## src/rtl/bbsl_pkg.sv

```systemverilog
// Package for the bounded byte stack list unit.
// Operation and status codes, controller states and the control and status words
// shared by the controller and the datapath.
`default_nettype none

package bbsl_pkg;

   localparam int DEPTH_DEFAULT = 16;

   localparam logic [2:0] MODE_PUSH   = 3'd0;
   localparam logic [2:0] MODE_POP    = 3'd1;
   localparam logic [2:0] MODE_TOP    = 3'd2;
   localparam logic [2:0] MODE_SEARCH = 3'd3;
   localparam logic [2:0] MODE_INSERT = 3'd4;
   localparam logic [2:0] MODE_REMOVE = 3'd5;
   localparam logic [2:0] MODE_READ   = 3'd6;

   localparam logic [2:0] STAT_OK       = 3'd0;
   localparam logic [2:0] STAT_FULL     = 3'd1;
   localparam logic [2:0] STAT_EMPTY    = 3'd2;
   localparam logic [2:0] STAT_BADPOS   = 3'd3;
   localparam logic [2:0] STAT_NOTFOUND = 3'd4;

   localparam logic signed [4:0] FIDX_ABSENT = -5'sd1;

   typedef enum logic [2:0] {
      S_IDLE,
      S_READ_WAIT,
      S_SRCH_RD,
      S_SRCH_CMP,
      S_INS_RD,
      S_INS_WR,
      S_REM_RD,
      S_REM_WR
   } state_type;

   typedef enum logic [1:0] {
      TGT_POS,
      TGT_COUNT,
      TGT_LAST
   } tgt_sel_type;

   typedef enum logic [2:0] {
      PTR_HOLD,
      PTR_ZERO,
      PTR_COUNT,
      PTR_TGT,
      PTR_INC,
      PTR_DEC
   } ptr_op_type;

   typedef enum logic [1:0] {
      RD_TGT,
      RD_PTR,
      RD_PTR_DEC,
      RD_PTR_INC
   } rd_sel_type;

   typedef enum logic {
      WR_VALUE,
      WR_RDATA
   } wr_sel_type;

   typedef enum logic {
      DATA_ZERO,
      DATA_RDATA
   } data_sel_type;

   typedef enum logic [1:0] {
      FIDX_ZERO,
      FIDX_NONE,
      FIDX_PTR
   } fidx_sel_type;

   typedef struct packed {
      logic         capture;
      tgt_sel_type  tgt_sel;
      ptr_op_type   ptr_op;
      logic         rd_en;
      rd_sel_type   rd_sel;
      logic         wr_en;
      wr_sel_type   wr_sel;
      logic         cnt_inc;
      logic         cnt_dec;
      logic         emit;
      logic [2:0]   status;
      data_sel_type data_sel;
      fidx_sel_type fidx_sel;
   } cmd_type;

   typedef struct packed {
      logic full;
      logic empty;
      logic ins_bad;
      logic rm_bad;
      logic ptr_at_tgt;
      logic ptr_at_last;
      logic match;
   } sts_type;

endpackage

`default_nettype wire

```

## src/rtl/bounded_byte_stack_list_unit.sv

```systemverilog
// Top level of the bounded byte stack list unit: joins the controller and the
// datapath. Uses bbsl_pkg, bbsl_ctrl and bbsl_dpath.
//
// Usage: raise start with req_mode, req_value and req_position; the word is taken
// at a rising edge where start is high and busy is low. Each word gives one result
// word, shown on the rsp_ ports for one cycle while rsp_strobe is high. The
// receiver cannot stall; it must take the result in that cycle.
// With N the count and P the position: errors and the no-op answer from idle without
//   going busy; pop, top, read_at and push shift nothing; insert_at moves the N-P
//   entries from P upward and remove_at moves the N-1-P entries above P; search reads
//   and compares from index 0 up to the first match, or all N entries when absent.
// The entries sit in a single-port memory with a registered read, one read or
// one write a cycle, so each shifted entry takes a read and then a write.
// busy is high from the cycle after accept until the cycle before the strobe;
// a new word can be taken in the strobe cycle.
// Reset empties the store (count zero) and returns the controller to idle;
// entry contents are not cleared.
`default_nettype none

module bounded_byte_stack_list_unit
   import bbsl_pkg::*;
#(
   parameter int DEPTH = DEPTH_DEFAULT
) (
   input  wire logic              clock,
   input  wire logic              reset,
   input  wire logic              start,
   output logic                   busy,
   input  wire logic [2:0]        req_mode,
   input  wire logic [7:0]        req_value,
   input  wire logic [3:0]        req_position,
   output logic                   rsp_strobe,
   output logic [2:0]             rsp_status,
   output logic [7:0]             rsp_data,
   output logic signed [4:0]      rsp_found_index,
   output logic [4:0]             rsp_count
);

   cmd_type cmd;
   sts_type sts;

   bbsl_ctrl u_ctrl (
      .clock    (clock),
      .reset    (reset),
      .start    (start),
      .req_mode (req_mode),
      .sts      (sts),
      .busy     (busy),
      .cmd      (cmd)
   );

   bbsl_dpath #(
      .DEPTH (DEPTH)
   ) u_dpath (
      .clock           (clock),
      .reset           (reset),
      .req_value       (req_value),
      .req_position    (req_position),
      .cmd             (cmd),
      .sts             (sts),
      .rsp_strobe      (rsp_strobe),
      .rsp_status      (rsp_status),
      .rsp_data        (rsp_data),
      .rsp_found_index (rsp_found_index),
      .rsp_count       (rsp_count)
   );

endmodule

`default_nettype wire

```

## src/rtl/bbsl_dpath.sv

```systemverilog
// Datapath of the bounded byte stack list unit: entry memory, fill count,
// walk pointer, target position and result word registers. Uses bbsl_pkg.
`default_nettype none

module bbsl_dpath
   import bbsl_pkg::*;
#(
   parameter int DEPTH = DEPTH_DEFAULT
) (
   input  wire logic              clock,
   input  wire logic              reset,
   input  wire logic [7:0]        req_value,
   input  wire logic [3:0]        req_position,
   input  wire cmd_type           cmd,
   output sts_type                sts,
   output logic                   rsp_strobe,
   output logic [2:0]             rsp_status,
   output logic [7:0]             rsp_data,
   output logic signed [4:0]      rsp_found_index,
   output logic [4:0]             rsp_count
);

   localparam int AW = (DEPTH > 1) ? $clog2(DEPTH) : 1;
   localparam int CW = $clog2(DEPTH + 1);
   localparam int XW = (CW > 4) ? CW : 4;

   logic [7:0]        entries_ff [DEPTH];
   logic [7:0]        rdata_ff;
   logic [7:0]        value_ff;
   logic [CW-1:0]     count_ff, count_in;
   logic [CW-1:0]     ptr_ff, ptr_in;
   logic [CW-1:0]     tgt_ff, tgt_in;
   logic [CW-1:0]     rd_addr;
   logic [7:0]        wdata;
   logic [XW-1:0]     pos_x, cnt_x;
   logic              strobe_ff;
   logic [2:0]        status_ff;
   logic [7:0]        data_ff, data_in;
   logic signed [4:0] fidx_ff, fidx_in;
   logic [4:0]        rcount_ff;

   assign pos_x = XW'(req_position);
   assign cnt_x = XW'(count_ff);

   always_comb begin
      sts.full        = (count_ff == CW'(DEPTH));
      sts.empty       = (count_ff == '0);
      sts.ins_bad     = (pos_x > cnt_x);
      sts.rm_bad      = (pos_x >= cnt_x);
      sts.ptr_at_tgt  = (ptr_ff == tgt_ff);
      sts.ptr_at_last = ((ptr_ff + 1'b1) == count_ff);
      sts.match       = (rdata_ff == value_ff);
   end

   always_comb begin
      case (cmd.tgt_sel)
         TGT_POS:   tgt_in = CW'(pos_x);
         TGT_COUNT: tgt_in = count_ff;
         TGT_LAST:  tgt_in = count_ff - 1'b1;
         default:   tgt_in = count_ff;
      endcase
   end

   always_comb begin
      case (cmd.ptr_op)
         PTR_ZERO:  ptr_in = '0;
         PTR_COUNT: ptr_in = count_ff;
         PTR_TGT:   ptr_in = tgt_in;
         PTR_INC:   ptr_in = ptr_ff + 1'b1;
         PTR_DEC:   ptr_in = ptr_ff - 1'b1;
         default:   ptr_in = ptr_ff;
      endcase
   end

   always_comb begin
      case (cmd.rd_sel)
         RD_TGT:     rd_addr = tgt_in;
         RD_PTR:     rd_addr = ptr_ff;
         RD_PTR_DEC: rd_addr = ptr_ff - 1'b1;
         RD_PTR_INC: rd_addr = ptr_ff + 1'b1;
         default:    rd_addr = ptr_ff;
      endcase
   end

   assign wdata = (cmd.wr_sel == WR_RDATA) ? rdata_ff : value_ff;

   always_comb begin
      count_in = count_ff;
      if (cmd.cnt_inc) begin
         count_in = count_ff + 1'b1;
      end else if (cmd.cnt_dec) begin
         count_in = count_ff - 1'b1;
      end
   end

   always_comb begin
      case (cmd.data_sel)
         DATA_RDATA: data_in = rdata_ff;
         default:    data_in = '0;
      endcase
      case (cmd.fidx_sel)
         FIDX_NONE: fidx_in = FIDX_ABSENT;
         FIDX_PTR:  fidx_in = 5'(ptr_ff);
         default:   fidx_in = '0;
      endcase
   end

   always_ff @(posedge clock) begin
      if (cmd.wr_en) begin
         entries_ff[ptr_ff[AW-1:0]] <= wdata;
      end
      if (cmd.rd_en) begin
         rdata_ff <= entries_ff[rd_addr[AW-1:0]];
      end
   end

   always_ff @(posedge clock) begin
      if (cmd.capture) begin
         value_ff <= req_value;
         tgt_ff   <= tgt_in;
      end
      ptr_ff <= ptr_in;
      if (cmd.emit) begin
         status_ff <= cmd.status;
         data_ff   <= data_in;
         fidx_ff   <= fidx_in;
         rcount_ff <= 5'(count_in);
      end
   end

   always_ff @(posedge clock) begin
      if (reset) begin
         count_ff  <= '0;
         strobe_ff <= 1'b0;
      end else begin
         count_ff  <= count_in;
         strobe_ff <= cmd.emit;
      end
   end

   assign rsp_strobe      = strobe_ff;
   assign rsp_status      = status_ff;
   assign rsp_data        = data_ff;
   assign rsp_found_index = fidx_ff;
   assign rsp_count       = rcount_ff;

endmodule

`default_nettype wire

```

## src/rtl/bbsl_ctrl.sv

```systemverilog
// Controller of the bounded byte stack list unit: decodes each request word and
// walks the shift, search and read sequences. Uses bbsl_pkg.
`default_nettype none

module bbsl_ctrl
   import bbsl_pkg::*;
(
   input  wire logic       clock,
   input  wire logic       reset,
   input  wire logic       start,
   input  wire logic [2:0] req_mode,
   input  wire sts_type    sts,
   output logic            busy,
   output cmd_type         cmd
);

   state_type state_ff, state_in;

   always_ff @(posedge clock) begin
      if (reset) begin
         state_ff <= S_IDLE;
      end else begin
         state_ff <= state_in;
      end
   end

   assign busy = (state_ff != S_IDLE);

   always_comb begin
      state_in = state_ff;
      case (state_ff)
         S_IDLE: begin
            if (start) begin
               case (req_mode)
                  MODE_PUSH:   if (!sts.full) state_in = S_INS_RD;
                  MODE_INSERT: if (!sts.full && !sts.ins_bad) state_in = S_INS_RD;
                  MODE_POP:    if (!sts.empty) state_in = S_REM_RD;
                  MODE_REMOVE: if (!sts.empty && !sts.rm_bad) state_in = S_REM_RD;
                  MODE_TOP:    if (!sts.empty) state_in = S_READ_WAIT;
                  MODE_READ:   if (!sts.empty && !sts.rm_bad) state_in = S_READ_WAIT;
                  MODE_SEARCH: if (!sts.empty) state_in = S_SRCH_RD;
                  default:     state_in = S_IDLE;
               endcase
            end
         end
         S_READ_WAIT: state_in = S_IDLE;
         S_SRCH_RD:   state_in = S_SRCH_CMP;
         S_SRCH_CMP: begin
            if (sts.match || sts.ptr_at_last) begin
               state_in = S_IDLE;
            end else begin
               state_in = S_SRCH_RD;
            end
         end
         S_INS_RD:    state_in = sts.ptr_at_tgt ? S_IDLE : S_INS_WR;
         S_INS_WR:    state_in = S_INS_RD;
         S_REM_RD:    state_in = sts.ptr_at_last ? S_IDLE : S_REM_WR;
         S_REM_WR:    state_in = S_REM_RD;
         default:     state_in = S_IDLE;
      endcase
   end

   always_comb begin
      cmd          = '0;
      cmd.tgt_sel  = TGT_COUNT;
      cmd.ptr_op   = PTR_HOLD;
      cmd.rd_sel   = RD_PTR;
      cmd.wr_sel   = WR_VALUE;
      cmd.status   = STAT_OK;
      cmd.data_sel = DATA_ZERO;
      cmd.fidx_sel = FIDX_ZERO;
      case (state_ff)
         S_IDLE: begin
            if (start) begin
               cmd.capture = 1'b1;
               case (req_mode)
                  MODE_PUSH: begin
                     if (sts.full) begin
                        cmd.emit   = 1'b1;
                        cmd.status = STAT_FULL;
                     end else begin
                        cmd.tgt_sel = TGT_COUNT;
                        cmd.ptr_op  = PTR_COUNT;
                     end
                  end
                  MODE_INSERT: begin
                     if (sts.full) begin
                        cmd.emit   = 1'b1;
                        cmd.status = STAT_FULL;
                     end else if (sts.ins_bad) begin
                        cmd.emit   = 1'b1;
                        cmd.status = STAT_BADPOS;
                     end else begin
                        cmd.tgt_sel = TGT_POS;
                        cmd.ptr_op  = PTR_COUNT;
                     end
                  end
                  MODE_POP: begin
                     if (sts.empty) begin
                        cmd.emit   = 1'b1;
                        cmd.status = STAT_EMPTY;
                     end else begin
                        cmd.tgt_sel = TGT_LAST;
                        cmd.ptr_op  = PTR_TGT;
                     end
                  end
                  MODE_REMOVE: begin
                     if (sts.empty) begin
                        cmd.emit   = 1'b1;
                        cmd.status = STAT_EMPTY;
                     end else if (sts.rm_bad) begin
                        cmd.emit   = 1'b1;
                        cmd.status = STAT_BADPOS;
                     end else begin
                        cmd.tgt_sel = TGT_POS;
                        cmd.ptr_op  = PTR_TGT;
                     end
                  end
                  MODE_TOP: begin
                     if (sts.empty) begin
                        cmd.emit   = 1'b1;
                        cmd.status = STAT_EMPTY;
                     end else begin
                        cmd.tgt_sel = TGT_LAST;
                        cmd.rd_en   = 1'b1;
                        cmd.rd_sel  = RD_TGT;
                     end
                  end
                  MODE_READ: begin
                     if (sts.empty) begin
                        cmd.emit   = 1'b1;
                        cmd.status = STAT_EMPTY;
                     end else if (sts.rm_bad) begin
                        cmd.emit   = 1'b1;
                        cmd.status = STAT_BADPOS;
                     end else begin
                        cmd.tgt_sel = TGT_POS;
                        cmd.rd_en   = 1'b1;
                        cmd.rd_sel  = RD_TGT;
                     end
                  end
                  MODE_SEARCH: begin
                     if (sts.empty) begin
                        cmd.emit     = 1'b1;
                        cmd.status   = STAT_NOTFOUND;
                        cmd.fidx_sel = FIDX_NONE;
                     end else begin
                        cmd.ptr_op = PTR_ZERO;
                     end
                  end
                  default: begin
                     cmd.emit = 1'b1;
                  end
               endcase
            end
         end
         S_READ_WAIT: begin
            cmd.emit     = 1'b1;
            cmd.data_sel = DATA_RDATA;
         end
         S_SRCH_RD: begin
            cmd.rd_en  = 1'b1;
            cmd.rd_sel = RD_PTR;
         end
         S_SRCH_CMP: begin
            if (sts.match) begin
               cmd.emit     = 1'b1;
               cmd.fidx_sel = FIDX_PTR;
            end else if (sts.ptr_at_last) begin
               cmd.emit     = 1'b1;
               cmd.status   = STAT_NOTFOUND;
               cmd.fidx_sel = FIDX_NONE;
            end else begin
               cmd.ptr_op = PTR_INC;
            end
         end
         S_INS_RD: begin
            if (sts.ptr_at_tgt) begin
               cmd.wr_en   = 1'b1;
               cmd.wr_sel  = WR_VALUE;
               cmd.cnt_inc = 1'b1;
               cmd.emit    = 1'b1;
            end else begin
               cmd.rd_en  = 1'b1;
               cmd.rd_sel = RD_PTR_DEC;
            end
         end
         S_INS_WR: begin
            cmd.wr_en  = 1'b1;
            cmd.wr_sel = WR_RDATA;
            cmd.ptr_op = PTR_DEC;
         end
         S_REM_RD: begin
            if (sts.ptr_at_last) begin
               cmd.cnt_dec = 1'b1;
               cmd.emit    = 1'b1;
            end else begin
               cmd.rd_en  = 1'b1;
               cmd.rd_sel = RD_PTR_INC;
            end
         end
         S_REM_WR: begin
            cmd.wr_en  = 1'b1;
            cmd.wr_sel = WR_RDATA;
            cmd.ptr_op = PTR_INC;
         end
         default: begin
            cmd.emit = 1'b0;
         end
      endcase
   end

endmodule

`default_nettype wire

```

## config.mk

```make
export PLATFORM = sky130hd
export DESIGN_NAME = bounded_byte_stack_list_unit
export DESIGN_NICKNAME = d
export VERILOG_FILES = /design/src/rtl/bbsl_pkg.sv /design/src/rtl/bounded_byte_stack_list_unit.sv /design/src/rtl/bbsl_dpath.sv /design/src/rtl/bbsl_ctrl.sv
export SDC_FILE = /design/constraint.sdc
export NUM_CORES = 1
export LEC_CHECK = 0
export BUFFER_PORTS_ARGS = -buffer_cell sky130_fd_sc_hd__clkbuf_2
export CAP_MARGIN = 40
export CORE_MARGIN = 10
export CORE_UTILIZATION = 50
export CTS_CLUSTER_SIZE = 16
export DETAILED_ROUTE_END_ITERATION = 6
export PLACE_DENSITY_LB_ADDON = 0.15
export SLEW_MARGIN = 10
export SYNTH_ARGS = -nofsm -noshare
export SYNTH_HDL_FRONTEND = slang
export SYNTH_HIERARCHICAL = 1
export SYNTH_SLANG_ARGS = --single-unit
```

## constraint.sdc

```tcl
create_clock -name clock -period 8.11 [get_ports clock]
set_clock_uncertainty 0.1 [all_clocks]
set_input_delay 0.4055 -clock clock [delete_from_list [all_inputs] [get_ports clock]]
set_output_delay 0.4055 -clock clock [all_outputs]
set_load 0.01 [all_outputs]
```

* Yosys cells after proc, flatten, opt, wreduce, memory -nomap -nowiden
Memory sizes are Yosys's and may differ from the RTL's. A register that Yosys moved wholly into a read port is not among the register bits.
Index checks and enable logic that the tools add are counted.
** Storage, ports and cells
- Register bits :: 48
- RAM bits :: 128
- Input port bits :: 18
- Output and inout bits :: 23
- Logic and storage cells :: 145
- Memories :: 1
** Operators by class
- Add/sub/neg operators :: 4
- $lt $le $gt $ge :: 2
- Eq/ne operators :: 36
- Muxes and demuxes :: 74
- Reduce and logical (&&, ||, !) cells :: 18
** Memory list
- u_dpath.entries_ff :: depth 16, bits a word 8, read ports 1, clocked after memory_dff 1, wr ports 1, line bbsl_dpath.sv:27 : logic [7:0] entries_ff [DEPTH];
** Operator list (number)
- $mux W3 :: 20
- $mux W4 :: 13
- $pmux W3 S5 :: 2
- $eq A3 B3 Y1 const B :: 9
- $pmux W5 S5 :: 1
- $pmux W3 S4 :: 2
- $pmux W3 S8 :: 1
- $pmux W3 S7 :: 1
- $pmux W5 S2 :: 2
- $eq A3 B2 Y1 const B :: 6
- $pmux W4 S4 :: 1
- $mux W5 :: 3
- $mux W2 :: 7
- $mux W1 :: 12
- $ne A3 B3 Y1 const B :: 4
- $pmux W2 S6 :: 1
- $pmux W3 S2 :: 2
- $add A5 B1 Y5 const B :: 2
- $eq A5 B5 Y1 :: 2
- $pmux W1 S5 :: 2
- $sub A5 B1 Y5 const B :: 2
- $eq A3 B1 Y1 const B :: 3
- $mux W9 :: 1
- $ne A3 B2 Y1 const B :: 3
- 19 further kinds :: 32

* Longest topological paths before layout
- Depth in word-level cells :: 9
- Mapped depth :: 23
- Mapped depth without buffers :: 18

* Cells and area by module
Netlist, hierarchy kept.
** Modules (own cells, without submodules)
- bbsl_dpath :: instances 1, cells an instance 614, area each 8095.3 um^2, sequential area each 5375.2 um^2
- bbsl_ctrl :: instances 1, cells an instance 101, area each 668.1 um^2, sequential area each 60.1 um^2

* Least setup slack after synthesis
No wires, ideal clock.
- Kind :: flip-flop to flip-flop
- From :: reg u_dpath.count_ff[2], in the netlist u_dpath/cnt_x[2]
- To :: reg u_dpath.rdata_ff[0] (read register of u_dpath.entries_ff), data pin
- Setup time :: 0.263 ns
- Data arrival time :: 4.101 ns
- Data required time :: 7.747 ns
- Setup slack :: 3.646 ns
- Stages on the path, launching flop included :: 23
- Clock period less this slack :: 4.464 ns
- Path through :: dfxtp_1 -> clkbuf_1 -> inv_1 -> ha_1 -> o21a_1 -> o21a_1 -> o21ai_0 -> nand2_1 -> a21o_1 -> or4_1 -> a21oi_1 -> o22ai_1 -> buf_2 -> nor3b_1 -> a221o_2 -> or2_4 -> buf_6 -> buf_6 -> buf_6 -> nand2_1 -> a32oi_1 -> nand2_1 -> nand4_1
** RTL lines
- from (decl) :: line bbsl_dpath.sv:30 : logic [CW-1:0] count_ff, count_in;
- from (signal assigned) :: line bbsl_dpath.sv:136 : count_ff <= count_in;
- to (decl) :: line bbsl_dpath.sv:28 : logic [7:0] rdata_ff;

==> out/qor.csv <==
stage;metric;value;unit
yosys;yosys.area.top_type_share;60.0;%
power;swShare;22.9;%
global_route;grt_overflow_total;0;
yosys;muxShareOfSynthArea;3.28;%
placed_design;placed_area;0.00909;mm2
die;die_x;152;um
route;wl;20200;um
final_layout;syn2layout_area_growth;9.84;%
yosys;synthAdderAreaFrac;2.57;%
final_layout;num_antenna_cells;0;
placed_design;portBuffers;40;
sta;tns;0;ns
global_route;antenna_found_initial;0;
sta;period_needed;5.53;ns
cts;clk_pin_slew;0.06;ns
cts;cts_sinks;184;
yosys;synthCells;715;
yosys;ys_warn_count;6;
yosys;ys_seq_area_share;62.0;%
cts;cts_buffer_depth;2;
cts;cts-root-buf;clkbuf_16;
yosys;synth-edff-count;175;
power;p_clk_share;37.7;%
die;ios;41;
placed_design;dp_hpwl;13800;um
cts;ctsHoldBuffers;0;
placed_design;place_inst;949;
power;power_density;207;mW/mm2
die;start_util;50.8;%
global_route;grt_max_degree;64;
final_layout;finalNetCount;780;
sta;setup_viol;0;
power;combPwrFrac;8.6;%
final_layout;fillers;1428;
final_layout;final-seq-area;0.00544;mm2
setup_path;crit_required;8.15;ns
yosys;synthDistinctLibCells;63;
yosys;synth_compound_area_share;11.5;%
route;dr_total_vias;5705;
global_route;grt_pass1_vias;5480;
final_layout;fin_area;0.00963;mm2
sta;period_share;68.1;%
die;rows;48;
yosys;avgSynthCellArea;12.3;um2
run;timing.max_cap.violations;0;
final_layout;drive_above_1_share;14.5;%
power;power_switching;0.000456;W
power;ir_drop;135;uV
yosys;synthSimpleGateAreaFrac;13.8;%
sta;fmax;181;MHz
sta;slew_headroom;38.2;%
power;internal-power;0.00153;W
power;seq_power_share;53.6;%
die;core-area;0.0172;mm2
yosys;ys.flop_type;edfxtp_1;
placed_design;gp_congestion;0.886;
yosys;synth_fp_nets;751;
power;p_leak;3.31;nW
cts;cts_max_level;4;
route;wl_per_cell;20.7;um
power;power.total;0.00199;W
sta;rsz0062_at_grt;false;
die;fp.dieH;152;um
setup_path;startpoint;u_dpath/cnt_x[1];
setup_path;cp_data_arrival_time;5.57;ns
setup_path;reg2reg_from;u_dpath/cnt_x[1];
sta;worst_pin_slew;0.923;ns
setup_path;path_class;flop to flop;
final_layout;multi_input_comb_area;0.00300;mm2
setup_path;cp-end-kind;flop;
yosys;yosys-top-cells-area;edfxtp_1, nand2_1, a21oi_1;
hold_path;min-delay-start;req_value[0];
yosys;synthXorXnorAreaFrac;3.00;%
yosys;synthArstFlopShare;0;%
route;drc;0;
cts;cts_setup_buffers;0;
global_route;grt_first_pass_wirelength;31700;um
yosys;yosys_register_bits;184;
sta;drv_slew;0;
cts;numCtsBuffers;17;
cts;tritoncts;built;
final_layout;finalNonFillerCells;979;
cts;clkLatencyLatePin;0.42;ns
setup_path;crit_fanout;56;
route;vias_per_cell;5.83;
sta;hold-worst-slack;0.0568;ns
setup_path;regToRegSetupSlack;2.58;ns
global_route;track_usage;17.2;%
run_status;status;finished, final reports clean;
cts;ctsResizeCount;0;
route;dr.pass1.iters;5;
hold_path;hp-class;input pin to flop;
yosys;yosysTopAreaCell;edfxtp_1;
route;final_antenna_net_count;0;
route;detail_route.iter0.violations;591;
yosys;synth_area;0.00876;mm2
yosys;synth_top_family_by_area;simple AND/OR/NAND/NOR gates;
sta;finalHoldViolations;0;
die;die-area;0.0232;mm2
setup_path;start_kind;flop;
==> worst paths after layout <==
| path | to | cells after the start |
|---|---|---|
| worst min-delay path | u_dpath/value_ff[0] | 1 |
| worst max register to register | u_dpath/rdata_ff[6] | 18 |
| worst max-delay path | u_dpath/rdata_ff[6] | 18 |
| worst min register to register | u_dpath/rsp_data[4] | 1 |
==> cell families (layout without fill, tap and decap cells) <==
logic type                 after synthesis  after routing
muxes                                   26             26
and+or+nand+nor                        248            248
xor gates and xnor gates                30             30
AOI/OAI and AO/OA                      148            148
buffers and inverters                   61            100
DFF                                    184            184
adders and majority gates               18             18
==> cells in the final DEF (no fill, tap or decap), types with 3 or more instances in the layout <==
cell type   synthesis  layout
edfxtp_1          175     175
nand2_1           103     103
a21oi_1            48      48
clkbuf_2            0      40
nor2_1             39      38
xnor2_1            24      24
ha_1               18      18
clkbuf_16           0      17
nor3_1             17      17
o21ai_0            17      17
a32oi_1            17      17
nor2b_1            16      16
mux2i_1            16      16
inv_1              16      16
o22ai_1            14      14
nand4_1            13      13
nand3_1            11      11
nand2b_1           11      11
buf_4               7      10
a221o_1            10       9
dfxtp_1             9       9
or3_1               8       8
a21o_1              8       8
mux2_2              8       8
and2_1              8       8
o21a_1              6       6
xor2_1              6       6
a31oi_1             5       5
clkinvlp_4          0       4
nor3b_1             4       4
o31ai_1             3       3
nor3_2              3       3
==> layout make-up <==
type / count / share of cell area, %
timing repair buffer: 54 / 3.30
clock buffer: 18 / 4.46
inverter: 17 / 0.663
sequential: 184 / 56.5
multi-input combinational: 470 / 31.1
clock inverter: 11 / 1.07
tap: 225 / 2.92
==> state kept, by name, indices dropped and copies added (netlist names), 5 cells and up <==
| name | flops |
|---|---|
| u_dpath/rdata_ff | 8 |
| u_dpath/rsp_data | 8 |
| u_dpath/rsp_count | 5 |
| u_dpath/value_ff | 8 |
| u_dpath/ptr_ff | 5 |
| u_dpath/entries_ff | 128 |
| u_dpath/cnt_x | 5 |
| u_dpath/tgt_ff | 5 |
| u_dpath/rsp_found_index | 5 |
==> power groups by stage <==
stage	logic (W)	registers (W)	clock network [W]
floorplan	0.000123	0.00109	0
global placement	0.000163	0.00109	0
detailed placement	0.000170	0.00109	0
CTS	0.000171	0.00107	0.000767
global route	0.000190	0.00107	0.000804
finish	0.000172	0.00107	0.000751
==> per-layer routing <==
layer / vias up / GRT usage, % / share of wire [%]
li1: 2717 / - / -
met1: 2763 / 24.2 / 46
met2: 210 / 26.0 / 45
met3: 15 / 4.21 / 8.1
met4: 0 / 4.31 / 0.92
met5: - / 0 / 0
==> synthesized netlist by cell type (2+ instances only) <==
library cell	number
ha_1	18
clkbuf_1	8
buf_4	7
o22a_1	2
a31o_2	2
mux2i_1	16
a21oi_1	48
nor2_1	39
inv_1	16
and3_1	2
o21ai_0	17
a31oi_1	5
or4_1	2
o21a_1	6
a32o_1	2
nand2_1	103
and2_1	8
nor3_2	3
or2_2	2
or3_1	8
o31ai_1	3
buf_1	4
nor3b_1	4
nor3_1	17
o22ai_1	14
nor2b_1	16
a32oi_1	17
buf_6	8
xnor2_1	24
nand4_1	13
o221ai_1	2
edfxtp_1	175
nand3_1	11
buf_2	17
xor2_1	6
nand2b_1	11
nand4b_1	2
mux2_2	8
a221o_1	10
dfxtp_1	9
a21o_1	8
==> through the flow <==
stage / util (%) / worst slack [ns]
2_1_floorplan: - / 3.65
3_3_place_gp: 52.3 / 2.47
3_5_place_dp: 52.7 / 2.56
4_1_cts: 55.8 / 2.54
5_1_grt: 55.8 / 2.25
6_report: 55.8 / 2.58
==> critical path, stage by stage (launching register included) <==
cell and delay [ns]:
dfxtp_1 0.51, inv_1 0.15, ha_1 0.30, nor2b_1 0.13, o21a_1 0.16, o21a_1 0.16, o21ai_0 0.24, nand2_1 0.20
a21o_1 0.25, or4_1 0.47, a21oi_1 0.16, o22ai_1 0.13, clkbuf_4 0.23, nor3_2 0.20, nor3b_4 0.36, or2_4 0.65
mux4_2 0.58, nor2_1 0.17, a211oi_2 0.06
Power figures use the tool's default switching activity.
